==> config.mk <==
export PLATFORM = sky130hd
export DESIGN_NAME = mono_bitmap_color_expander_flat
export DESIGN_NICKNAME = d
export VERILOG_FILES = /design/src/design/mbce_pkg.sv /design/src/design/mbce_req_if.sv /design/src/design/mbce_rsp_if.sv /design/src/design/mbce_front.sv /design/src/design/mbce_queue.sv /design/src/design/mbce_back.sv /design/src/design/mono_bitmap_color_expander.sv /design/src/flat_wrapper.sv
export SDC_FILE = /design/constraint.sdc
export NUM_CORES = 1
export LEC_CHECK = 0
export BUFFER_PORTS_ARGS = -buffer_cell sky130_fd_sc_hd__buf_2
export CAP_MARGIN = 20
export CORE_ASPECT_RATIO = 0.75
export CORE_UTILIZATION = 55
export CTS_CLUSTER_DIAMETER = 120
export DETAILED_ROUTE_END_ITERATION = 10
export GPL_ROUTABILITY_DRIVEN = 0
export GPL_TIMING_DRIVEN = 0
export PLACE_DENSITY_LB_ADDON = 0.1
export RECOVER_POWER = 50
export SLEW_MARGIN = 5
export SYNTH_ARGS = -nofsm -noshare
export SYNTH_HDL_FRONTEND = slang
export SYNTH_HIERARCHICAL = 1
export SYNTH_SLANG_ARGS = --single-unit
==> constraint.sdc <==
create_clock -name clock -period 9.6 [get_ports clock]
set_input_delay 1.92 -clock clock [delete_from_list [all_inputs] [get_ports clock]]
set_output_delay 1.92 -clock clock [all_outputs]
set_load 0.01 [all_outputs]
==> src/design/mbce_pkg.sv <==
// mbce_pkg: shared types and constants of the monochrome bitmap color expander.
// Holds field widths, register index codes, reset values and the queue word layout.
// No dependencies.
package mbce_pkg;

   // field widths fixed by the data format
   localparam int MASK_W   = 8;
   localparam int COLOR_W  = 16;
   localparam int WIDTH_W  = 10;
   localparam int HEIGHT_W = 11;
   localparam int SPLIT_W  = 10;
   localparam int ROW_W    = HEIGHT_W;
   localparam int COL_W    = WIDTH_W;
   localparam int PIX_W    = 3;               // pixel index inside one byte
   localparam int CNT_W    = PIX_W + 1;       // pixel count of one byte, 1..8

   localparam int BAND_ROWS     = 4;
   localparam int TOP_BIT       = 7;
   localparam int BITS_PER_BYTE = 8;

   // configuration port
   localparam int CSR_IDX_W  = 3;
   localparam int CSR_DATA_W = 16;

   localparam logic [CSR_IDX_W-1:0] CSR_IMAGE_WIDTH       = 3'd0;
   localparam logic [CSR_IDX_W-1:0] CSR_IMAGE_HEIGHT      = 3'd1;
   localparam logic [CSR_IDX_W-1:0] CSR_FOREGROUND_COLOR  = 3'd2;
   localparam logic [CSR_IDX_W-1:0] CSR_TOP_BACKGROUND    = 3'd3;
   localparam logic [CSR_IDX_W-1:0] CSR_BOTTOM_BACKGROUND = 3'd4;
   localparam logic [CSR_IDX_W-1:0] CSR_SPLIT_ROW         = 3'd5;
   localparam logic [CSR_IDX_W-1:0] CSR_DIVIDER_COLOR     = 3'd6;

   // register reset values
   localparam logic [WIDTH_W-1:0]  RST_IMAGE_WIDTH  = 10'd8;
   localparam logic [HEIGHT_W-1:0] RST_IMAGE_HEIGHT = 11'd1;
   localparam logic [COLOR_W-1:0]  RST_FOREGROUND   = 16'hFFFF;
   localparam logic [COLOR_W-1:0]  RST_TOP_BG       = 16'h0000;
   localparam logic [COLOR_W-1:0]  RST_BOTTOM_BG    = 16'h0000;
   localparam logic [SPLIT_W-1:0]  RST_SPLIT_ROW    = 10'd1023;
   localparam logic [COLOR_W-1:0]  RST_DIVIDER      = 16'h0000;

   // queue depth between front and back
   localparam int QUEUE_DEPTH = 2;

   typedef struct packed {
      logic [WIDTH_W-1:0]  image_width;
      logic [HEIGHT_W-1:0] image_height;
      logic [COLOR_W-1:0]  foreground_color;
      logic [COLOR_W-1:0]  top_background;
      logic [COLOR_W-1:0]  bottom_background;
      logic [SPLIT_W-1:0]  split_row;
      logic [COLOR_W-1:0]  divider_color;
   } cfg_type;

   // one classified byte: colors already resolved for clear and set bits
   typedef struct packed {
      logic [MASK_W-1:0]  mask;
      logic [PIX_W-1:0]   last_idx;
      logic [COLOR_W-1:0] clear_color;
      logic [COLOR_W-1:0] set_color;
      logic               row_done;
      logic               frame_done;
   } entry_type;

endpackage

==> src/design/mbce_req_if.sv <==
// mbce_req_if: input channel carrying one image byte per word.
// Depends on mbce_pkg.
interface mbce_req_if
   import mbce_pkg::*;
();
   logic              valid;
   logic              ready;
   logic [MASK_W-1:0] mask_byte;
   logic              frame_start;

   modport source (output valid, output mask_byte, output frame_start, input ready);
   modport sink   (input valid, input mask_byte, input frame_start, output ready);
endinterface

==> src/design/mbce_rsp_if.sv <==
// mbce_rsp_if: result channel carrying one RGB565 pixel per word with its flags.
// Depends on mbce_pkg.
interface mbce_rsp_if
   import mbce_pkg::*;
();
   logic               valid;
   logic               ready;
   logic [COLOR_W-1:0] pixel_color;
   logic               last_of_byte;
   logic               row_end;
   logic               frame_end;

   modport source (output valid, output pixel_color, output last_of_byte,
                   output row_end, output frame_end, input ready);
   modport sink   (input valid, input pixel_color, input last_of_byte,
                   input row_end, input frame_end, output ready);
endinterface

==> src/design/mbce_front.sv <==
// mbce_front: accepts image bytes, tracks column and row, classifies each byte.
// Depends on mbce_pkg and mbce_req_if; pushes entry_type words into the queue.
module mbce_front
   import mbce_pkg::*;
#(
   parameter int MAX_WIDTH  = 512,
   parameter int MAX_HEIGHT = 1024
) (
   input  logic       clock,
   input  logic       reset,
   input  cfg_type    cfg,
   mbce_req_if.sink   req_ch,
   input  logic       queue_full,
   output logic       push,
   output entry_type  push_entry
);

   logic [COL_W-1:0]    col_ff, col_in;
   logic [ROW_W-1:0]    row_ff, row_in;
   logic [WIDTH_W-1:0]  width;
   logic [HEIGHT_W-1:0] height;
   logic [COL_W-1:0]    col0, col1, rem;
   logic [ROW_W-1:0]    row0, row1;
   logic [CNT_W-1:0]    count;
   logic                row_done, frame_done, in_band;
   logic [COLOR_W-1:0]  bg;

   // clamp geometry into its legal range
   always_comb begin
      if (cfg.image_width == '0)
         width = WIDTH_W'(1);
      else if (32'(cfg.image_width) > 32'(MAX_WIDTH))
         width = WIDTH_W'(MAX_WIDTH);
      else
         width = cfg.image_width;

      if (cfg.image_height == '0)
         height = HEIGHT_W'(1);
      else if (32'(cfg.image_height) > 32'(MAX_HEIGHT))
         height = HEIGHT_W'(MAX_HEIGHT);
      else
         height = cfg.image_height;
   end

   assign req_ch.ready = !queue_full;
   assign push         = req_ch.valid && !queue_full;

   // position of this byte and its classification
   always_comb begin
      col0 = req_ch.frame_start ? '0 : col_ff;
      row0 = req_ch.frame_start ? '0 : row_ff;
      col1 = (col0 >= width) ? '0 : col0;
      row1 = (row0 >= height) ? '0 : row0;

      rem      = width - col1;
      row_done = rem <= COL_W'(BITS_PER_BYTE);
      count    = row_done ? rem[CNT_W-1:0] : CNT_W'(BITS_PER_BYTE);
      frame_done = row_done &&
                   (({1'b0, row1} + (ROW_W+1)'(1)) >= {1'b0, height});

      in_band = ({1'b0, row1} >= {2'b00, cfg.split_row}) &&
                ({1'b0, row1} < ({2'b00, cfg.split_row} + (ROW_W+1)'(BAND_ROWS)));
      bg = (row1 < {1'b0, cfg.split_row}) ? cfg.top_background : cfg.bottom_background;

      push_entry.mask        = req_ch.mask_byte;
      push_entry.last_idx    = PIX_W'(count - CNT_W'(1));
      push_entry.clear_color = in_band ? cfg.divider_color : bg;
      push_entry.set_color   = in_band ? cfg.divider_color : cfg.foreground_color;
      push_entry.row_done    = row_done;
      push_entry.frame_done  = frame_done;

      // counters after this byte
      col_in = col_ff;
      row_in = row_ff;
      if (push) begin
         if (row_done) begin
            col_in = '0;
            row_in = frame_done ? '0 : row1 + ROW_W'(1);
         end else begin
            col_in = col1 + COL_W'(count);
            row_in = row1;
         end
      end
   end

   always_ff @(posedge clock) begin
      if (reset) begin
         col_ff <= '0;
         row_ff <= '0;
      end else begin
         col_ff <= col_in;
         row_ff <= row_in;
      end
   end

endmodule

==> src/design/mbce_queue.sv <==
// mbce_queue: short first-in first-out queue of classified bytes.
// Depends on mbce_pkg; sits between mbce_front and mbce_back.
module mbce_queue
   import mbce_pkg::*;
(
   input  logic      clock,
   input  logic      reset,
   input  logic      push,
   input  entry_type push_entry,
   input  logic      pop,
   output logic      full,
   output logic      empty,
   output entry_type head
);

   localparam int PTR_W = (QUEUE_DEPTH > 1) ? $clog2(QUEUE_DEPTH) : 1;
   localparam int FILL_W = $clog2(QUEUE_DEPTH + 1);

   entry_type           slot_ff [QUEUE_DEPTH];
   logic [PTR_W-1:0]    wr_ff, wr_in, rd_ff, rd_in;
   logic [FILL_W-1:0]   fill_ff, fill_in;

   assign full  = fill_ff == FILL_W'(QUEUE_DEPTH);
   assign empty = fill_ff == '0;
   assign head  = slot_ff[rd_ff];

   // pointer wrap and fill count
   always_comb begin
      wr_in   = wr_ff;
      rd_in   = rd_ff;
      fill_in = fill_ff;
      if (push)
         wr_in = (wr_ff == PTR_W'(QUEUE_DEPTH - 1)) ? '0 : wr_ff + PTR_W'(1);
      if (pop)
         rd_in = (rd_ff == PTR_W'(QUEUE_DEPTH - 1)) ? '0 : rd_ff + PTR_W'(1);
      if (push && !pop)
         fill_in = fill_ff + FILL_W'(1);
      else if (pop && !push)
         fill_in = fill_ff - FILL_W'(1);
   end

   always_ff @(posedge clock) begin
      if (reset) begin
         wr_ff   <= '0;
         rd_ff   <= '0;
         fill_ff <= '0;
      end else begin
         wr_ff   <= wr_in;
         rd_ff   <= rd_in;
         fill_ff <= fill_in;
      end
   end

   // slot storage
   always_ff @(posedge clock) begin
      if (push)
         slot_ff[wr_ff] <= push_entry;
   end

endmodule

==> src/design/mbce_back.sv <==
// mbce_back: expands the queue head into one pixel word per cycle while rsp_ch is ready.
// Depends on mbce_pkg and mbce_rsp_if; output register decouples the result side.
module mbce_back
   import mbce_pkg::*;
(
   input  logic        clock,
   input  logic        reset,
   input  logic        empty,
   input  entry_type   head,
   output logic        pop,
   mbce_rsp_if.source  rsp_ch
);

   logic [PIX_W-1:0]   idx_ff, idx_in;
   logic               valid_ff, valid_in;
   logic [COLOR_W-1:0] color_ff, color_in;
   logic               lob_ff, lob_in;
   logic               row_end_ff, row_end_in;
   logic               frame_end_ff, frame_end_in;
   logic               load, last, pix_bit;

   // next pixel from the head entry
   always_comb begin
      load    = !empty && (!valid_ff || rsp_ch.ready);
      last    = idx_ff == head.last_idx;
      pix_bit = head.mask[PIX_W'(TOP_BIT) - idx_ff];
      pop     = load && last;

      idx_in = idx_ff;
      if (load)
         idx_in = last ? '0 : idx_ff + PIX_W'(1);

      valid_in = valid_ff;
      if (load)
         valid_in = 1'b1;
      else if (rsp_ch.ready)
         valid_in = 1'b0;

      color_in     = pix_bit ? head.set_color : head.clear_color;
      lob_in       = last;
      row_end_in   = last && head.row_done;
      frame_end_in = last && head.frame_done;
   end

   always_ff @(posedge clock) begin
      if (reset) begin
         idx_ff   <= '0;
         valid_ff <= 1'b0;
      end else begin
         idx_ff   <= idx_in;
         valid_ff <= valid_in;
      end
   end

   // output word register
   always_ff @(posedge clock) begin
      if (load) begin
         color_ff     <= color_in;
         lob_ff       <= lob_in;
         row_end_ff   <= row_end_in;
         frame_end_ff <= frame_end_in;
      end
   end

   assign rsp_ch.valid        = valid_ff;
   assign rsp_ch.pixel_color  = color_ff;
   assign rsp_ch.last_of_byte = lob_ff;
   assign rsp_ch.row_end      = row_end_ff;
   assign rsp_ch.frame_end    = frame_end_ff;

endmodule

==> src/design/mono_bitmap_color_expander.sv <==
// Path: a byte is held in a queue slot, then each pixel word is registered at the output.
// Throughput: one pixel word per cycle while rsp_ch is ready; a full byte gives 8
//   words, a row's last byte one per pixel; the pixel serializer in mbce_back sets this.
// A two-word queue lets bytes be accepted while earlier pixels still drain.
// Reset (synchronous, active high) clears counters, queue and output valid and
//   restores the configuration registers to their defaults.
module mono_bitmap_color_expander
   import mbce_pkg::*;
#(
   parameter int MAX_WIDTH  = 512,
   parameter int MAX_HEIGHT = 1024
) (
   input  logic                  clock,
   input  logic                  reset,
   mbce_req_if.sink              req_ch,
   mbce_rsp_if.source            rsp_ch,
   input  logic                  csr_we,
   input  logic [CSR_IDX_W-1:0]  csr_index,
   input  logic [CSR_DATA_W-1:0] csr_wdata
);

   cfg_type   cfg_ff, cfg_in;
   entry_type push_entry, head;
   logic      push, pop, full, empty;

   // configuration registers
   always_comb begin
      cfg_in = cfg_ff;
      if (csr_we) begin
         case (csr_index)
            CSR_IMAGE_WIDTH:       cfg_in.image_width       = csr_wdata[WIDTH_W-1:0];
            CSR_IMAGE_HEIGHT:      cfg_in.image_height      = csr_wdata[HEIGHT_W-1:0];
            CSR_FOREGROUND_COLOR:  cfg_in.foreground_color  = csr_wdata[COLOR_W-1:0];
            CSR_TOP_BACKGROUND:    cfg_in.top_background    = csr_wdata[COLOR_W-1:0];
            CSR_BOTTOM_BACKGROUND: cfg_in.bottom_background = csr_wdata[COLOR_W-1:0];
            CSR_SPLIT_ROW:         cfg_in.split_row         = csr_wdata[SPLIT_W-1:0];
            CSR_DIVIDER_COLOR:     cfg_in.divider_color     = csr_wdata[COLOR_W-1:0];
            default:               cfg_in = cfg_ff;
         endcase
      end
   end

   always_ff @(posedge clock) begin
      if (reset) begin
         cfg_ff.image_width       <= RST_IMAGE_WIDTH;
         cfg_ff.image_height      <= RST_IMAGE_HEIGHT;
         cfg_ff.foreground_color  <= RST_FOREGROUND;
         cfg_ff.top_background    <= RST_TOP_BG;
         cfg_ff.bottom_background <= RST_BOTTOM_BG;
         cfg_ff.split_row         <= RST_SPLIT_ROW;
         cfg_ff.divider_color     <= RST_DIVIDER;
      end else begin
         cfg_ff <= cfg_in;
      end
   end

   mbce_front #(
      .MAX_WIDTH  (MAX_WIDTH),
      .MAX_HEIGHT (MAX_HEIGHT)
   ) u_front (
      .clock      (clock),
      .reset      (reset),
      .cfg        (cfg_ff),
      .req_ch     (req_ch),
      .queue_full (full),
      .push       (push),
      .push_entry (push_entry)
   );

   mbce_queue u_queue (
      .clock      (clock),
      .reset      (reset),
      .push       (push),
      .push_entry (push_entry),
      .pop        (pop),
      .full       (full),
      .empty      (empty),
      .head       (head)
   );

   mbce_back u_back (
      .clock  (clock),
      .reset  (reset),
      .empty  (empty),
      .head   (head),
      .pop    (pop),
      .rsp_ch (rsp_ch)
   );

endmodule

==> src/flat_wrapper.sv <==
// flat-port wrapper written by rule: the top's interface ports become plain ports
module mono_bitmap_color_expander_flat import mbce_pkg::*;
#(
   parameter int MAX_WIDTH  = 512,
   parameter int MAX_HEIGHT = 1024
)
  (clock, reset, csr_we, csr_index, csr_wdata, req_ch_valid, req_ch_mask_byte, req_ch_frame_start, req_ch_ready, rsp_ch_valid, rsp_ch_pixel_color, rsp_ch_last_of_byte, rsp_ch_row_end, rsp_ch_frame_end, rsp_ch_ready);
  mbce_req_if req_ch_i ();
  mbce_rsp_if rsp_ch_i ();
  input  logic clock;
  input  logic reset;
  input  logic csr_we;
  input  logic [CSR_IDX_W-1:0] csr_index;
  input  logic [CSR_DATA_W-1:0] csr_wdata;
  input wire logic [$bits(req_ch_i.valid)-1:0] req_ch_valid;
  input wire logic [$bits(req_ch_i.mask_byte)-1:0] req_ch_mask_byte;
  input wire logic [$bits(req_ch_i.frame_start)-1:0] req_ch_frame_start;
  output wire logic [$bits(req_ch_i.ready)-1:0] req_ch_ready;
  output wire logic [$bits(rsp_ch_i.valid)-1:0] rsp_ch_valid;
  output wire logic [$bits(rsp_ch_i.pixel_color)-1:0] rsp_ch_pixel_color;
  output wire logic [$bits(rsp_ch_i.last_of_byte)-1:0] rsp_ch_last_of_byte;
  output wire logic [$bits(rsp_ch_i.row_end)-1:0] rsp_ch_row_end;
  output wire logic [$bits(rsp_ch_i.frame_end)-1:0] rsp_ch_frame_end;
  input wire logic [$bits(rsp_ch_i.ready)-1:0] rsp_ch_ready;
  assign req_ch_i.valid = req_ch_valid;
  assign req_ch_i.mask_byte = req_ch_mask_byte;
  assign req_ch_i.frame_start = req_ch_frame_start;
  assign req_ch_ready = req_ch_i.ready;
  assign rsp_ch_valid = rsp_ch_i.valid;
  assign rsp_ch_pixel_color = rsp_ch_i.pixel_color;
  assign rsp_ch_last_of_byte = rsp_ch_i.last_of_byte;
  assign rsp_ch_row_end = rsp_ch_i.row_end;
  assign rsp_ch_frame_end = rsp_ch_i.frame_end;
  assign rsp_ch_i.ready = rsp_ch_ready;
  mono_bitmap_color_expander #(.MAX_WIDTH(MAX_WIDTH), .MAX_HEIGHT(MAX_HEIGHT)) u_core (.clock(clock), .reset(reset), .req_ch(req_ch_i), .rsp_ch(rsp_ch_i), .csr_we(csr_we), .csr_index(csr_index), .csr_wdata(csr_wdata));
endmodule
==> summary.md, run 1 <==
| Metric | Value |
|---|---|
| Largest net degree at the start of global routing | 33 |
| Synth Net Count | 1253 |
| Endpoints failing setup | 0 |
| Seq/Total Area, Yosys | 45.7% |
| WL per Instance | 19.1 µm |
| Routed wl met3 | 1660 µm |
| VDD IR-drop max | 0.125 mV |
| Worst EP arrival | 9390 ps |
| Sw Share | 25.9% |
| WS Path Type | primary input to flip-flop |
| Crit Path Max Fanout | 10 |
| Crit-path max cell delay | 540 ps |
| Clk pwr share | 38.1% |
| GRT Total Usage | 25.1% |
| Cells after synthesis | 1150 |
| CTS tree | done |
| Initial core utilization | 56.7% |
| Insertion delay to the later sink of the worst-skew pair | 530 ps |
| Share of layout cells above drive strength 1 | 16.5% |
| Sequential cell area | 5780 µm² |
| DR pass1 iterations | 5 |
| Hold_ws | 474 ps |
| Most common cell after layout, fill and taps aside | dfxtp_1 |
| Most used cell along the critical path | buf_2 |
| Final Power | 0.00247 W |
| Nets | 1325 |
| Post-synth EDFFs | 109 |
| Highest routed layer | met4 |
| Synthesis-to-finish area growth | 10.5% |
| Worst-Margin Slew | 1130 ps |
| Iteration-0 DRC count of the detailed router | 686 |
| Antenna cells | 0 |
| Post-Route WL | 29400 µm |
| HP Class | flip-flop to flip-flop |
| Worst Setup End Kind | flip-flop |
| Fin. Hold Viols | 0 |
| Mapped Avg Cell Area | 11.0 µm² |
| First-pass GRT wire length | 45900 µm |
| Post-DRT Antenna Nets | 0 |
| Most frequent cells in the layout | dfxtp_1, edfxtp_1, mux2i_1 |
| WL met2 | 11800 µm |
| TritonCTS Buffers | 24 |
| Prevailing post-synth register cell | dfxtp_1 |
| Setup WS post-layout | 613 ps |
| Req. time, crit path | 10000 ps |
| Number of global-route vias before repair | 8262 |
| Worst slew margin | 24.9% |
| Dpl ws | -169 ps |
| Clk buf depth | 3 |
| Synth cell types | 78 |
| I/O pins | 54 |
| DR vias | 8767 |
| Status | complete, no violations |
| Tmin final | 8990 ps |
| Pleak | 5.58 nW |
| IO Port Bufs | 44 |
| Die Y | 133 µm |
| HPWL Detailed | 21700 µm |
| Combinational Power Share | 15.5% |
| Post-CTS setup buffers | 0 |
| Filler cells | 1870 |
| Core Region | 22300 µm² |
| TNS Setup | 0 ps |
| Startpoint Class | primary input |
| Grt ovf | 0 |
| YS warnings | 6 |
| Slowest cell on crit path | o31ai_1 |
| Reg clk slew, reported paths | 60 ps |
| Top post-synthesis cells by area | edfxtp_1, dfxtp_1, mux2_2, mux2i_1, ha_1 |
| Area after DPL | 13300 µm² |
| # Max-Cap Violations | 0 |
| CTS Hold Buffers Added | 0 |
| Power Internal | 0.00183 W |
| Die W | 177 µm |
| Tcrit/Tclk final | 93.6% |
| Area of the multi-input gates | 6240 µm² |
| FP Rows | 47 |
| RSZ-0062 raised after global routing | false |
| Clock root buffer | clkbuf_16 |
| H-tree Lvls | 1 |
| DRC Markers | 0 |
| Synth Register Bits | 234 |
| FFs w/ async S/R, synth | 0% |
| Share of the synthesized area in the top cell type | 25.9% |
| Final instance area | 14000 µm² |
| Area leader, netlist | edfxtp_1 |
| Clock sinks | 234 |
| Pwr Density | 177 nW/µm² |
| Initial antenna violation count | 0 |
| Switching power | 0.000640 W |
| Reg power frac | 46.4% |
| Mapped cell area | 12600 µm² |
| Worst-case clock skew | 25.7 ps |
| Met1 wire length | 15500 µm |
| Die area | 23600 µm² |
| Vias/cell | 5.72 |
| Max Freq | 111 MHz |
| Slew Viols, Final | 0 |
## final timing paths
kind | depth (start not counted) | slack (ps) | start | to
max | 30 | 610 | req_ch_frame_start | u_core/u_front/col_ff[9]
min | 2 | 470 | u_core/cfg_ff[39] | u_core/cfg_ff[39]
max reg2reg | 29 | 2240 | u_core/cfg_ff[90] | u_core/u_front/col_ff[9]
min reg2reg | 2 | 470 | u_core/cfg_ff[39] | u_core/cfg_ff[39]
## synth_stat cells, drive strengths merged (3+ instances only)
cell	n
nor3	15
mux2i	100
and2	6
a31oi	4
nand2b	95
or2	3
mux2	110
nor4b	3
xor2	11
nor4	13
a21o	7
clkbuf	27
o21a	12
buf	40
nor2b	23
a221oi	5
nand2	53
o211ai	9
and3	4
ha	68
clkinv	4
o21ai	17
nand4b	5
a211oi	7
a311oi	3
edfxtp	109
xnor2	19
inv	45
o31ai	3
a21oi	33
nand3	25
or3	5
nand4	10
nor2	89
dfxtp	125
nand3b	3
## cell type report
cell class                      count  share of cell area [%]
Buffer                             67                    2.50
Clock inverter                     10                   0.968
Clock buffer                       34                    4.79
Timing Repair Buffer               46                    1.67
Inverter                           49                    1.33
Multi-Input combinational cell    800                    44.7
Sequential cell                   234                    41.4
Tap cell                          294                    2.64
## power groups by stage
stage                     clock network, W  registers, W  logic, W
after floorplan                          0       0.00117  0.000271
after global placement                   0       0.00117  0.000387
after detailed placement                 0       0.00117  0.000399
after CTS                         0.000963       0.00114  0.000402
after global routing               0.00100       0.00115  0.000413
final                             0.000942       0.00115  0.000382
## layer usage
metal | track usage, % | vias to the layer above
li1 | - | 4268
met4 | 4.50 | 0
met5 | 0 | -
met2 | 35.2 | 246
met3 | 3.54 | 30
met1 | 40.6 | 4223
## critical path, delay by kind of cell
family / cells / cell delay (ps)
buf+inv: 8 / 1970
fa+ha+maj: 3 / 970
mux: 1 / 270
compound gates: 8 / 1950
simple gates: 10 / 2260
## cells by family (layout without fill, tap and decap cells)
| kind of cell | Yosys count | count (layout) | share of synthesized area, % |
|---|---|---|---|
| adders and majority gates | 70 | 70 | 7.05 |
| buffers and inverters | 116 | 206 | 4.64 |
| muxes | 211 | 211 | 18.2 |
| AOI/OAI and AO/OA | 122 | 122 | 6.59 |
| DFF | 234 | 234 | 45.7 |
| xor gates and xnor gates | 30 | 30 | 2.08 |
| and+or+nand+nor | 367 | 367 | 15.7 |
## flip-flops by register name (all words and copies together), names as in the netlist, 2 cells and up, named ones only
register and cells:
u_core/u_queue/slot_ff 90, u_core/u_back/rsp_ch.pixel_color 16, u_core/u_front/col_ff 10, u_core/u_front/row_ff 11, u_core/u_queue/fill_ff 2, u_core/u_back/idx_ff 3, u_core/cfg_ff 95
## what timing repair did
action,in CTS,in global routing
endpoints found under the hold margin,0,0
gates resized for setup,0,6
endpoints found under the setup margin,0,6
## per-stage QoR
step | instances | utilization, %
after floorplan | 1150 | -
after global placement | 1488 | 59.3
after detailed placement | 1490 | 59.5
after CTS | 1534 | 63.1
after global routing | 1534 | 62.6
final | 1534 | 62.6
Note: power is estimated with default switching activity, not from simulation.
==> run 2, diff against run 1 <==
==> constraint.sdc (replaced) <==
create_clock -name clock -period 9.6 [get_ports clock]
set_input_delay 0.48 -clock clock [delete_from_list [all_inputs] [get_ports clock]]
set_output_delay 0.48 -clock clock [all_outputs]
set_load 0.01 [all_outputs]
==> run 2 against run 1 <==
Against the previous run:
- utilization is essentially flat
- clock skew is 1.8 ps lower
- register-to-register slack lost 170 ps
- worst hold slack lost 310 ps
- count of clock-buffer cells in the layout stayed put
==> summary.md, run 2 (synthesis gave the netlist of run 1 again) <==
| Metric | Value |
|---|---|
| HPWL Detailed | 21700 µm (unchanged) |
| Most common cell after layout, fill and taps aside | dfxtp_1 (unchanged) |
| FP Rows | 47 (unchanged) |
| Slowest cell on crit path | o31ai_1 (unchanged) |
| Status | complete, no violations (unchanged) |
| Pwr Density | 177 nW/µm² (about the same) |
| Worst slew margin | 26.3% (was 24.9%) |
| First-pass GRT wire length | 45900 µm (unchanged) |
| Initial antenna violation count | 0 (unchanged) |
| Most used cell along the critical path | clkbuf_1 (was buf_2) |
| IO Port Bufs | 44 (unchanged) |
| Nets | 1325 (unchanged) |
| Post-CTS setup buffers | 0 (unchanged) |
| GRT Total Usage | 25.1% (unchanged) |
| Crit-path max cell delay | 540 ps (about the same) |
| Clock root buffer | clkbuf_16 (unchanged) |
| PostCTS Resize Cnt | 0 (unchanged) |
| Fin. Hold Viols | 0 (unchanged) |
| H-tree Lvls | 1 (unchanged) |
| CTS Hold Buffers Added | 0 (unchanged) |
| Power Internal | 0.00183 W (about the same) |
| Worst-case clock skew | 24.0 ps (was 25.7 ps) |
| Final Power | 0.00247 W (about the same) |
| HP Class | primary input to flip-flop (was flip-flop to flip-flop) |
| Synthesis-to-finish area growth | 10.5% (about the same) |
| Req. time, crit path | 10000 ps (about the same) |
| Number of global-route vias before repair | 8262 (unchanged) |
| Reg power frac | 46.4% (about the same) |
| Post-DRT Antenna Nets | 0 (unchanged) |
| WL per Instance | 19.1 µm (about the same) |
| Slew Viols, Final | 0 (unchanged) |
| Most frequent cells in the layout | dfxtp_1, edfxtp_1, mux2i_1 (unchanged) |
| Max reg flops | 95 (unchanged) |
| Die Y | 133 µm (unchanged) |
| Reg clk slew, reported paths | 60 ps (about the same) |
| Core Region | 22300 µm² (unchanged) |
| Clk buf depth | 3 (unchanged) |
| DR pass1 iterations | 5 (unchanged) |
| Combinational Power Share | 15.5% (about the same) |
| Filler cells | 1871 (was 1870) |
| CTS tree | done (unchanged) |
| Vias/cell | 5.70 (was 5.72) |
| Max Freq | 125 MHz (was 111 MHz) |
| Die area | 23600 µm² (unchanged) |
| Antenna cells | 0 (unchanged) |
| I/O pins | 54 (unchanged) |
| Share of layout cells above drive strength 1 | 16.3% (was 16.5%) |
| Worst EP arrival | 8420 ps (was 9390 ps) |
| Sequential cell area | 5780 µm² (unchanged) |
| Crit Path Max Fanout | 10 (unchanged) |
| Area of the multi-input gates | 6240 µm² (unchanged) |
| Worst Setup End Kind | flip-flop (unchanged) |
| WS Path Type | primary input to flip-flop (unchanged) |
| DRC Markers | 0 (unchanged) |
| Post-Route WL | 29300 µm (was 29400 µm) |
| # Max-Cap Violations | 0 (unchanged) |
| RSZ-0062 raised after global routing | false (unchanged) |
| TritonCTS Buffers | 24 (unchanged) |
| Pleak | 5.57 nW (was 5.58 nW) |
| Clock sinks | 234 (unchanged) |
| DR vias | 8743 (was 8767) |
| Die W | 177 µm (unchanged) |
| Endpoints failing setup | 0 (unchanged) |
| Tmin final | 8020 ps (was 8990 ps) |
| Sw Share | 25.9% (about the same) |
| Grt ovf | 0 (unchanged) |
| Worst-Margin Slew | 1110 ps (was 1130 ps) |
| VDD IR-drop max | 0.126 mV (was 0.125 mV) |
| Iteration-0 DRC count of the detailed router | 712 (was 686) |
| Tcrit/Tclk final | 83.6% (was 93.6%) |
| Top reg by flops | u_core/cfg_ff (unchanged) |
| Clk pwr share | 38.2% (was 38.1%) |
| Initial core utilization | 56.7% (unchanged) |
| Largest net degree at the start of global routing | 33 (unchanged) |
| Startpoint Class | primary input (unchanged) |
| Switching power | 0.000641 W (was 0.000640 W) |
| Insertion delay to the later sink of the worst-skew pair | 530 ps (about the same) |
| TNS Setup | 0 ps (unchanged) |
-- run 2: layout make-up --
class / instances / share of cell area [%]
plain buffers: 67 / 2.48
clock buffers: 34 / 4.79
clock inverters: 10 / 0.969
inverters: 49 / 1.33
multi-input cells: 800 / 44.7
flip-flops and latches: 234 / 41.4
well taps: 294 / 2.64
repair buffers: 46 / 1.67
-- run 2: path summary, 6_finish.rpt --
path | startpoint | depth (start not counted) | end | slack (ps)
min | req_ch_mask_byte[6] | 1 | u_core/u_queue/slot_ff[1][43] | 160
max reg2reg | u_core/cfg_ff[90] | 29 | u_core/u_front/col_ff[9] | 2070
max | req_ch_frame_start | 30 | u_core/u_front/col_ff[9] | 1580
min reg2reg | u_core/cfg_ff[39] | 2 | u_core/cfg_ff[39] | 470
-- run 2: power groups by stage --
stage / logic (W) / registers (W) / clock network (W)
floorplan: 0.000271 / 0.00117 / 0
global placement: 0.000387 / 0.00117 / 0
detailed placement: 0.000399 / 0.00117 / 0
CTS: 0.000402 / 0.00114 / 0.000963
global route: 0.000413 / 0.00115 / 0.00100
finish: 0.000382 / 0.00115 / 0.000943
-- run 2: through the flow --
| step | utilization (%) | area [µm²] | setup slack, ps | std cells | hold WS [ps] |
|---|---|---|---|---|---|
| global route | 62.6 | 14000 | 1010 | 1534 | 145 |
| finish | 62.6 | 14000 | 1580 | 1534 | 162 |
| detailed placement | 59.5 | 13300 | 1270 | 1490 | 466 |
| CTS | 63.1 | 14100 | 1810 | 1534 | 115 |
| global placement | 59.3 | 13200 | 1280 | 1488 | 457 |
| floorplan | - | 12600 | 3020 | 1150 | 440 |
-- run 2: critical path: cells and delay by family --
kind	cells	cell delay, ps
AOI/OAI and AO/OA	8	1730
muxes	1	330
adders and majority gates	3	930
buffers and inverters	8	2460
and+or+nand+nor	10	2490
-- run 2: metal layers --
layer  up-vias  track usage, %  routed length, µm
li1       4274               -                  -
met1      4202            40.6              15400
met2       239            35.2              11900
met3        28            3.54               1700
met4         0            4.50                386
met5         -               0                  0
